**src/booth_radix2_multiplier_macros.svh**
```systemverilog
// Assertion macros for the multiplier source.
`ifndef BOOTH_RADIX2_MULTIPLIER_MACROS_SVH
`define BOOTH_RADIX2_MULTIPLIER_MACROS_SVH

`ifndef SYNTHESIS

// Checked on every clock edge while out of reset.
`define BM_ASSERT(lbl, prop, msg) \
  lbl: assert property (@(posedge clk_i) disable iff (!rst_ni) prop) else $error(msg);

// Checked on every clock edge, reset included.
`define BM_ASSERT_ALWAYS(lbl, prop, msg) \
  lbl: assert property (@(posedge clk_i) prop) else $error(msg);

`else

`define BM_ASSERT(lbl, prop, msg)
`define BM_ASSERT_ALWAYS(lbl, prop, msg)

`endif

`endif

```
**src/bm_pkg.sv**
```systemverilog
// Shared widths, Booth recoding codes and the recoding function.
package bm_pkg;

  // Fixed widths of the item fields.
  localparam int unsigned InWidth   = 16;
  localparam int unsigned ProdWidth = 32;

  // Pair of (multiplier low bit, extra bit) that selects an add or a subtract.
  localparam logic [1:0] PairAdd = 2'b01;
  localparam logic [1:0] PairSub = 2'b10;

  typedef enum logic [1:0] {
    BOOTH_HOLD,
    BOOTH_ADD,
    BOOTH_SUB
  } booth_op_e;

  // Radix-2 Booth recoding of one bit pair.
  function automatic booth_op_e booth_decode(input logic [1:0] pair);
    booth_op_e op;
    unique case (pair)
      PairAdd: op = BOOTH_ADD;
      PairSub: op = BOOTH_SUB;
      default: op = BOOTH_HOLD;
    endcase
    return op;
  endfunction

endpackage

```
**src/bm_if.sv**
```systemverilog
// Valid/ready channel interfaces for operand and product items.
interface bm_in_if;
  logic                                 valid;
  logic                                 ready;
  logic signed [bm_pkg::InWidth-1:0]    multiplicand;
  logic signed [bm_pkg::InWidth-1:0]    multiplier;

  modport source (output valid, output multiplicand, output multiplier, input ready);
  modport sink   (input valid, input multiplicand, input multiplier, output ready);
endinterface

interface bm_out_if;
  logic                                 valid;
  logic                                 ready;
  logic signed [bm_pkg::ProdWidth-1:0]  product;

  modport source (output valid, output product, input ready);
  modport sink   (input valid, input product, output ready);
endinterface

```
**src/booth_radix2_multiplier.sv**
```systemverilog
// Pipelined radix-2 Booth multiplier, one recoding step per register stage.
//
//   Channel  Dir  Fields                     Handshake
//   in_i     in   multiplicand, multiplier   valid/ready
//   out_o    out  product                    valid/ready
//
// Each stage does one Booth add/subtract and shift.
// A new item can enter in every cycle while out_o.ready is high, so the sustained rate is one item per cycle.
// Reset clears the stage valid bits only; the data registers are not reset.
// Each stage loads when it is empty or when the stage after it moves on, so a
// stalled output stops only the occupied stages behind it and bubbles close up.
`include "booth_radix2_multiplier_macros.svh"

module booth_radix2_multiplier #(
  parameter int unsigned OPERAND_WIDTH = 16
) (
  input  logic      clk_i,
  input  logic      rst_ni,
  bm_in_if.sink     in_i,
  bm_out_if.source  out_o
);

  localparam int unsigned W      = OPERAND_WIDTH;
  localparam int unsigned FullW  = 2 * OPERAND_WIDTH;
  localparam int unsigned ProdW  = bm_pkg::ProdWidth;

  // Per-stage state after the step of that stage.
  logic [W-1:0] ac_q  [W];
  logic [W-1:0] mq_q  [W];
  logic [W-1:0] md_q  [W];
  logic         qm1_q [W];
  logic [W-1:0] v_q;

  // Stage k may load when it is empty or its content moves on.
  logic [W:0]   rdy;

  logic [W-1:0] in_md;
  logic [W-1:0] in_mq;
  logic         in_acc;
  logic         out_acc;

  // Inputs are sign-extended or truncated to the operand width.
  assign in_md   = W'(in_i.multiplicand);
  assign in_mq   = W'(in_i.multiplier);
  assign rdy[W]  = out_o.ready;
  assign in_i.ready = rdy[0];
  assign in_acc  = in_i.valid & rdy[0];
  assign out_acc = v_q[W-1] & out_o.ready;

  for (genvar k = 0; k < W; k++) begin : g_step
    logic [W-1:0]      src_ac;
    logic [W-1:0]      src_mq;
    logic [W-1:0]      src_md;
    logic              src_qm1;
    logic              src_v;
    logic [W-1:0]      sum;
    bm_pkg::booth_op_e op;

    // Stage source: the input port for the first step, else the previous stage.
    if (k == 0) begin : g_first
      assign src_ac  = '0;
      assign src_mq  = in_mq;
      assign src_md  = in_md;
      assign src_qm1 = 1'b0;
      assign src_v   = in_i.valid;
    end else begin : g_next
      assign src_ac  = ac_q[k-1];
      assign src_mq  = mq_q[k-1];
      assign src_md  = md_q[k-1];
      assign src_qm1 = qm1_q[k-1];
      assign src_v   = v_q[k-1];
    end

    // Booth add, subtract or hold, wrapping at the operand width.
    always_comb begin
      op = bm_pkg::booth_decode({src_mq[0], src_qm1});
      case (op)
        bm_pkg::BOOTH_ADD: sum = src_ac + src_md;
        bm_pkg::BOOTH_SUB: sum = src_ac - src_md;
        default:           sum = src_ac;
      endcase
    end

    assign rdy[k] = !v_q[k] || rdy[k+1];

    // Stage valid bit.
    always_ff @(posedge clk_i or negedge rst_ni) begin
      if (!rst_ni) begin
        v_q[k] <= 1'b0;
      end else if (rdy[k]) begin
        v_q[k] <= src_v;
      end
    end

    // Arithmetic shift of accumulator, multiplier register and extra bit.
    always_ff @(posedge clk_i) begin
      if (rdy[k] && src_v) begin
        ac_q[k]  <= {sum[W-1], sum[W-1:1]};
        mq_q[k]  <= {sum[0], src_mq[W-1:1]};
        qm1_q[k] <= src_mq[0];
        md_q[k]  <= src_md;
      end
    end
  end

  // The product is the low bits of accumulator and multiplier register.
  logic [FullW-1:0] full;
  assign full          = {ac_q[W-1], mq_q[W-1]};
  assign out_o.valid   = v_q[W-1];
  assign out_o.product = ProdW'(full);

  // An accepted item always lands in the first stage.
  `BM_ASSERT(a_enter, in_acc |=> v_q[0], "Accepted item did not enter the first stage.")
  // The first stage carries the multiplicand that was accepted.
  `BM_ASSERT(a_md_capture, in_acc |=> (md_q[0] == $past(in_md)),
             "First stage lost the multiplicand.")
  // Items in flight change only by what enters and what leaves.
  `BM_ASSERT(a_conserve, $past(rst_ni) |->
             (($countones(v_q) + ($past(out_acc) ? 1 : 0)) ==
              ($past($countones(v_q)) + ($past(in_acc) ? 1 : 0))),
             "Pipeline lost or duplicated an item.")
  // A clock edge inside reset leaves no stage occupied.
  `BM_ASSERT_ALWAYS(a_reset_empty, !rst_ni |=> (v_q == '0), "Stage valid set during reset.")

endmodule

```
**src/flat_wrapper.sv**
```systemverilog
// flat-port wrapper written by rule: the top's interface ports become plain ports
module booth_radix2_multiplier_flat 
#(
  parameter int unsigned OPERAND_WIDTH = 16
)
  (clk_i, rst_ni, in_i_valid, in_i_multiplicand, in_i_multiplier, in_i_ready, out_o_valid, out_o_product, out_o_ready);
  bm_in_if in_i_i ();
  bm_out_if out_o_i ();
  input  logic clk_i;
  input  logic rst_ni;
  input wire logic [$bits(in_i_i.valid)-1:0] in_i_valid;
  input wire logic [$bits(in_i_i.multiplicand)-1:0] in_i_multiplicand;
  input wire logic [$bits(in_i_i.multiplier)-1:0] in_i_multiplier;
  output wire logic [$bits(in_i_i.ready)-1:0] in_i_ready;
  output wire logic [$bits(out_o_i.valid)-1:0] out_o_valid;
  output wire logic [$bits(out_o_i.product)-1:0] out_o_product;
  input wire logic [$bits(out_o_i.ready)-1:0] out_o_ready;
  assign in_i_i.valid = in_i_valid;
  assign in_i_i.multiplicand = in_i_multiplicand;
  assign in_i_i.multiplier = in_i_multiplier;
  assign in_i_ready = in_i_i.ready;
  assign out_o_valid = out_o_i.valid;
  assign out_o_product = out_o_i.product;
  assign out_o_i.ready = out_o_ready;
  booth_radix2_multiplier #(.OPERAND_WIDTH(OPERAND_WIDTH)) u_core (.clk_i(clk_i), .rst_ni(rst_ni), .in_i(in_i_i), .out_o(out_o_i));
endmodule
```
**config.mk**
```make
export PLATFORM = sky130hd
export DESIGN_NAME = booth_radix2_multiplier_flat
export DESIGN_NICKNAME = d
export VERILOG_FILES = /design/src/bm_pkg.sv /design/src/bm_if.sv /design/src/booth_radix2_multiplier.sv /design/src/flat_wrapper.sv
export VERILOG_INCLUDE_DIRS = /design/src /design/src/src
export SDC_FILE = /design/constraint.sdc
export NUM_CORES = 1
export LEC_CHECK = 0
export BUFFER_PORTS_ARGS = -buffer_cell sky130_fd_sc_hd__buf_2
export CAP_MARGIN = 20
export CORE_AREA = 2 2 374 376
export CTS_CLUSTER_DIAMETER = 120
export DETAILED_ROUTE_END_ITERATION = 8
export DIE_AREA = 0 0 376 378
export PLACE_DENSITY_LB_ADDON = 0.3
export SLEW_MARGIN = 25
export SYNTH_ARGS = -nofsm -noshare
export SYNTH_HDL_FRONTEND = slang
export SYNTH_SLANG_ARGS = --single-unit
```
**constraint.sdc**
```tcl
create_clock -name clk_i -period 11.4 [get_ports clk_i]
set_input_delay 1.14 -clock clk_i [delete_from_list [all_inputs] [get_ports clk_i]]
set_output_delay 1.14 -clock clk_i [all_outputs]
set_load 0.03 [all_outputs]
```
# Yosys cells after proc, flatten, opt, wreduce, memory -nomap -nowiden
# Memory sizes are Yosys's and may differ from the RTL's.
# Index checks and enable logic that the tools add are counted.
word_totals:
  out_inout_bits: 34
  mem_bits_ro: 0
  mem_bits_rw: 784
  n_memories: 4
  register_bits: 16
  latchBits: 0
  word_cells: 225
classes:
  div_mod_pow: 0
  bitwise: 0
  eq_ne: 62
  multipliers: 0
  n_reduce_logical: 48
  addsub: 31
  muxes: 64
  n_shift: 0
  order_cmp: 0
memory_table:
  columns: ["name", "words", "word_bits", "read_ports", "rd_ports_with_merged_regs", "wr", "line_no", "text"]
  rows:
  - ["u_core.ac_q", 16, 16, 16, 0, 16, "booth_radix2_multiplier.sv:28", "logic [W-1:0] ac_q [W];"]
  - ["u_core.md_q", 16, 16, 15, 0, 16, "booth_radix2_multiplier.sv:30", "logic [W-1:0] md_q [W];"]
  - ["u_core.mq_q", 16, 16, 16, 0, 16, "booth_radix2_multiplier.sv:29", "logic [W-1:0] mq_q [W];"]
  - ["u_core.qm1_q", 16, 1, 15, 0, 16, "booth_radix2_multiplier.sv:31", "logic qm1_q [W];"]
op_table:
  columns: ["operator", "count"]
  rows:
  - ["one-hot mux 16 bit (2 select lines)", 16]
  - ["adder 16 bit", 15]
  - ["subtractor 16 bit", 15]
  - ["equality test 2 x 1 -> 1 bit, second input constant", 31]
  - ["equality test 2 bit, second input constant", 31]
  - ["one-hot mux 2 bit (2 select lines)", 15]
  - ["2-to-1 mux 1 bit", 32]
  - ["logical AND 1 bit", 16]
  - ["logical NOT 1 bit", 16]
  - ["logical OR 1 bit", 16]
  - ["subtractor 1 x 16 -> 16 bit, first input constant", 1]
  - ["2-to-1 mux 2 bit", 1]

# Logic depth before layout (Yosys ltp)
logic_depth:
  ltp_word: 20
  mapped_depth: 16

# Worst setup path before layout
# Ideal clock, no wire load.
synth_timing:
  path_type: "input to register"
  startpoint: "input port out_o_ready"
  endpoint: "memory u_core.ac_q[0][80] (netlist bit) (enable)"
  path_stages: 6
  path_buffers: 0
  setup_time_ns: 0.527
  arrival_time_ns: 5.155
  setup_slack_ns: 5.718
  cell_sequence: "nor2b_1 > nand3_1 > nor2_1 > nand4_1 > nor2_1 > a21boi_0"
synth_rtl:
  columns: ["element", "line_no", "text"]
  rows:
  - ["start, declared", "flat_wrapper.sv:17", "input wire logic [$bits(out_o_i.ready)-1:0] out_o_ready;"]
  - ["end, declared", "booth_radix2_multiplier.sv:28", null]

# Worst setup path in the final report
layout_timing:
  startpoint: "input port out_o_ready"
  endpoint: "output port in_i_ready"
layout_between:
  elab_chain_cells: 16
layout_rtl:
  columns: ["element", "line_no", "text"]
  rows:
  - ["logical OR 1 bit (16 in series)", "booth_radix2_multiplier.sv:84", "assign rdy[k] = !v_q[k] || rdy[k+1];"]
  - ["end, declared", "flat_wrapper.sv:14", "output wire logic [$bits(in_i_i.ready)-1:0] in_i_ready;"]
# No other way between the ends.

==> flow_metrics.env <==
export IMPL_crit_type="in -> out"
export IMPL_synth_nets=3808
export IMPL_core_area_um2=138500
export IMPL_root_buffer="clkbuf_16"
export IMPL_drtIter0Drc=1197
export IMPL_cts_setup_buffers=0
export IMPL_cts_tree="done"
export IMPL_grt_max_degree=49
export IMPL_drv_cap=0
export IMPL_grt_antenna_before_repair=1
export IMPL_vias=25660
export IMPL_die_h_um=378
export IMPL_post_place_ws_ns=6.601
export IMPL_period_share_pct=41.21
export IMPL_clk_pin_slew_worst_paths_ns=0.06
export IMPL_wl_per_cell_um=15.05
export IMPL_r2r_cells=11
export IMPL_gp_congestion=0.8310
export IMPL_power_density_nw_per_um2=243.8
export IMPL_clk_latency_ns=0.68
export IMPL_synth_cell_types=77
export IMPL_clock_skew_ns=0.03667
export IMPL_nNetsFinal=3893
export IMPL_row_count=137
export IMPL_cts_htree_levels=3
export IMPL_synth_edf_count=751
export IMPL_syn_to_final_growth_pct=12.58
export IMPL_dieWidth_um=376
export IMPL_fin_crit_ns=4.698
export IMPL_whs_path_depth=0
export IMPL_hold_class="reg -> reg"
export IMPL_arrival_ns=3.56
export IMPL_numCtsBuffers=82
export IMPL_overflow=0
export IMPL_cts_sinks=767
export IMPL_hp_start="u_core.mq_q[0][97]$_DFFE_PP_"
export IMPL_max_freq_ghz=0.2129
export IMPL_io_buffers=69
export IMPL_synthFlopType="edfxtp_1"
export IMPL_setup_ws_ns=6.702
export IMPL_grt_pass1_wl_um=134100
export IMPL_synthCells=3501
export IMPL_crit_fanout=5
export IMPL_finalSetupViolCount=0
export IMPL_r2r_slack_ns=7.27
export IMPL_cts_resized=0
export IMPL_rsz0062_at_grt="no"
export IMPL_crit_path_end_kind="output pin"
export IMPL_ys_ff_latch=767
export IMPL_fin_setup_tns_ns=0
export IMPL_syn_area_um2=41180
export IMPL_wirelength_um=82110
export IMPL_async_flop_share_pct=2.086
export IMPL_cts_buffer_depth=3
export IMPL_drc=0
export IMPL_globalRouteTotalUtil_pct=11.58
export IMPL_grt_pass1_vias=26020
export IMPL_yosysSeqAreaShare_pct=55.73
export IMPL_n_antenna_cell=0
export IMPL_antenna_left=0
export IMPL_drive_gt1_share_pct=8.002
export IMPL_via_per_inst=4.703
export IMPL_worst_setup_path_start_kind="input port"
export IMPL_r2r_start="u_core.md_q[0][36]$_DFFE_PP_"
export IMPL_ios=70
export IMPL_initial_utilization_pct=29.73
export IMPL_cts_hold_buf=0
export IMPL_timing_rr_end="u_core.ac_q[0][61]$_DFFE_PP_"
export IMPL_outcome="complete, no violations"
export IMPL_tightestPinTransition_ns=0.9692
export IMPL_relSlewSlack_pct=35.38
export IMPL_p_leak_nw=17.00
export IMPL_die_area_um2=142100
export IMPL_vdd_drop_max_v=0.0001244
export IMPL_first_pass_iters=5
export IMPL_syn_avg_cell_area_um2=11.76
export IMPL_maxSlewViolCount=0
export IMPL_crit_required_ns=10.26
export IMPL_hpwl_um=63290
export IMPL_min_to="u_core.mq_q[0][112]$_DFFE_PP_"
export IMPL_hold_violations=0
export IMPL_ys_warn_count=0
-- sequential cells by signal, summed over array words and instances, names as in the netlist --
signal	flops
u_core.md_q	240
u_core.g_step.src_v	15
u_core.ac_q	240
u_core.out_o.valid	1
u_core.qm1_q	15
u_core.mq_q	256
-- cells in the mapped netlist (8+ instances only) --
library cell,number,area (µm²)
o211ai_1,15,112.6
mux2_2,27,304.0
dfrtp_1,16,400.4
a21oi_1,216,1081
nor3b_1,8,60.06
nand3_1,31,155.2
xor2_1,97,849.6
o31ai_1,31,232.7
a31oi_1,38,237.7
or4_1,14,105.1
edfxtp_1,751,22550
a32oi_1,9,78.83
nand4_1,13,81.33
o21a_1,44,330.3
nand2b_1,83,519.3
clkbuf_1,67,251.5
nor3_1,86,430.4
buf_4,17,127.6
mux2i_1,30,300.3
inv_1,170,638.1
nor2_1,268,1006
and2_1,29,181.4
a2111oi_0,11,96.34
xnor2_1,287,2514
nor4_1,34,212.7
o211a_1,8,80.08
and3_1,16,100.1
nand2_1,254,953.4
a21boi_0,8,60.06
nor2b_1,32,200.2
a211oi_1,30,225.2
o21bai_1,19,142.6
fa_1,15,300.3
a21o_1,49,367.9
ha_1,256,3203
or3_1,32,200.2
o21ai_0,276,1381
-- how the worst max path moves through the flow --
| stage | slack, ns | endpoint | cells after the start | from |
|---|---|---|---|---|
| global placement | 6.25 | in_i_ready | 8 | out_o_ready |
| finish | 6.70 | in_i_ready | 8 | out_o_ready |
| global route | 6.42 | in_i_ready | 8 | out_o_ready |
| floorplan | 5.72 | u_core.ac_q[0][80]$_DFFE_PP_ | 6 | out_o_ready |
| detailed placement | 6.60 | in_i_ready | 8 | out_o_ready |
| CTS | 6.59 | in_i_ready | 8 | out_o_ready |
-- stage by stage --
step | std cells | hold slack (ns) | utilization [%] | power (mW) | area, µm²
2_1_floorplan | 3501 | 0.4003 | - | 7.745 | 41180
3_3_place_gp | 5306 | 0.4018 | 31.46 | 8.617 | 43580
3_5_place_dp | 5308 | 0.4045 | 31.51 | 8.695 | 43640
4_1_cts | 5455 | 0.3680 | 33.46 | 11.45 | 46340
5_1_grt | 5456 | 0.4023 | 33.47 | 12.15 | 46360
6_report | 5456 | 0.3947 | 33.47 | 11.30 | 46360
-- worst max-delay path, stage by stage --
cell and delay [ns]:
buf_2 0.10, nor2b_1 0.36, nand3_1 0.19, nor2_1 0.39, nand2_1 0.19, nor4_2 0.66
nand4_1 0.27, buf_2 0.25
-- layout by cell type (no fill, tap or decap), types with 31 or more instances in the layout --
master     Yosys  routed
a21o_1        49      49
a21oi_1      216     216
a31oi_1       38      37
buf_2          0      69
clkbuf_16      0      82
edfxtp_1     751     751
ha_1         256     256
inv_1        170     170
nand2_1      254     254
nand2b_1      83      83
nand3_1       31      31
nor2_1       268     268
nor3_1        86      84
nor4_1        34      33
o21a_1        44      44
o21ai_0      276     276
o31ai_1       31      31
or3_1         32      32
xnor2_1      287     287
xor2_1        97      97
-- area by class of cell --
class,count,area (µm²)
Timing Repair Buffer,90,540.5
Multi-Input combinational cell,2475,17270
Clock inverter,50,585.6
Fill cell,13700,92140
Inverter,170,638.1
Tap cell,1807,2261
Sequential cell,767,22950
Clock buffer,97,2118
-- power by group --
| group | switching [mW] | leakage [nW] | total (mW) | internal [mW] |
|---|---|---|---|---|
| registers | 0.374 | 7.55 | 4.35 | 3.97 |
| logic | 2.43 | 8.14 | 4.27 | 1.84 |
| clock network | 1.13 | 1.31 | 2.69 | 1.56 |
-- cell families (layout without fill, tap and decap cells) --
group                    Yosys count  count (layout)  share of synthesized area (%)
multiplexers                      57              57                          1.468
AO/OA/AOI/OAI                    830             830                          12.46
adder cells (fa/ha/maj)          271             271                          8.507
flip-flops                       767             767                          55.73
XOR/XNOR                         386             386                          8.273
AND/OR/NAND/NOR                  931             931                          11.01
buffers and inverters            259             407                          2.552
-- metal layers --
layer / vias to the layer above / GRT usage (%) / routed length [µm]
met1: 12110 / 12.61 / 33370
met2: 309 / 22.61 / 44560
met5: - / 0 / 0
li1: 13100 / - / -
met3: 140 / 1.971 / 2179
met4: 0 / 3.502 / 1999
Power figures use the tool's default switching activity.
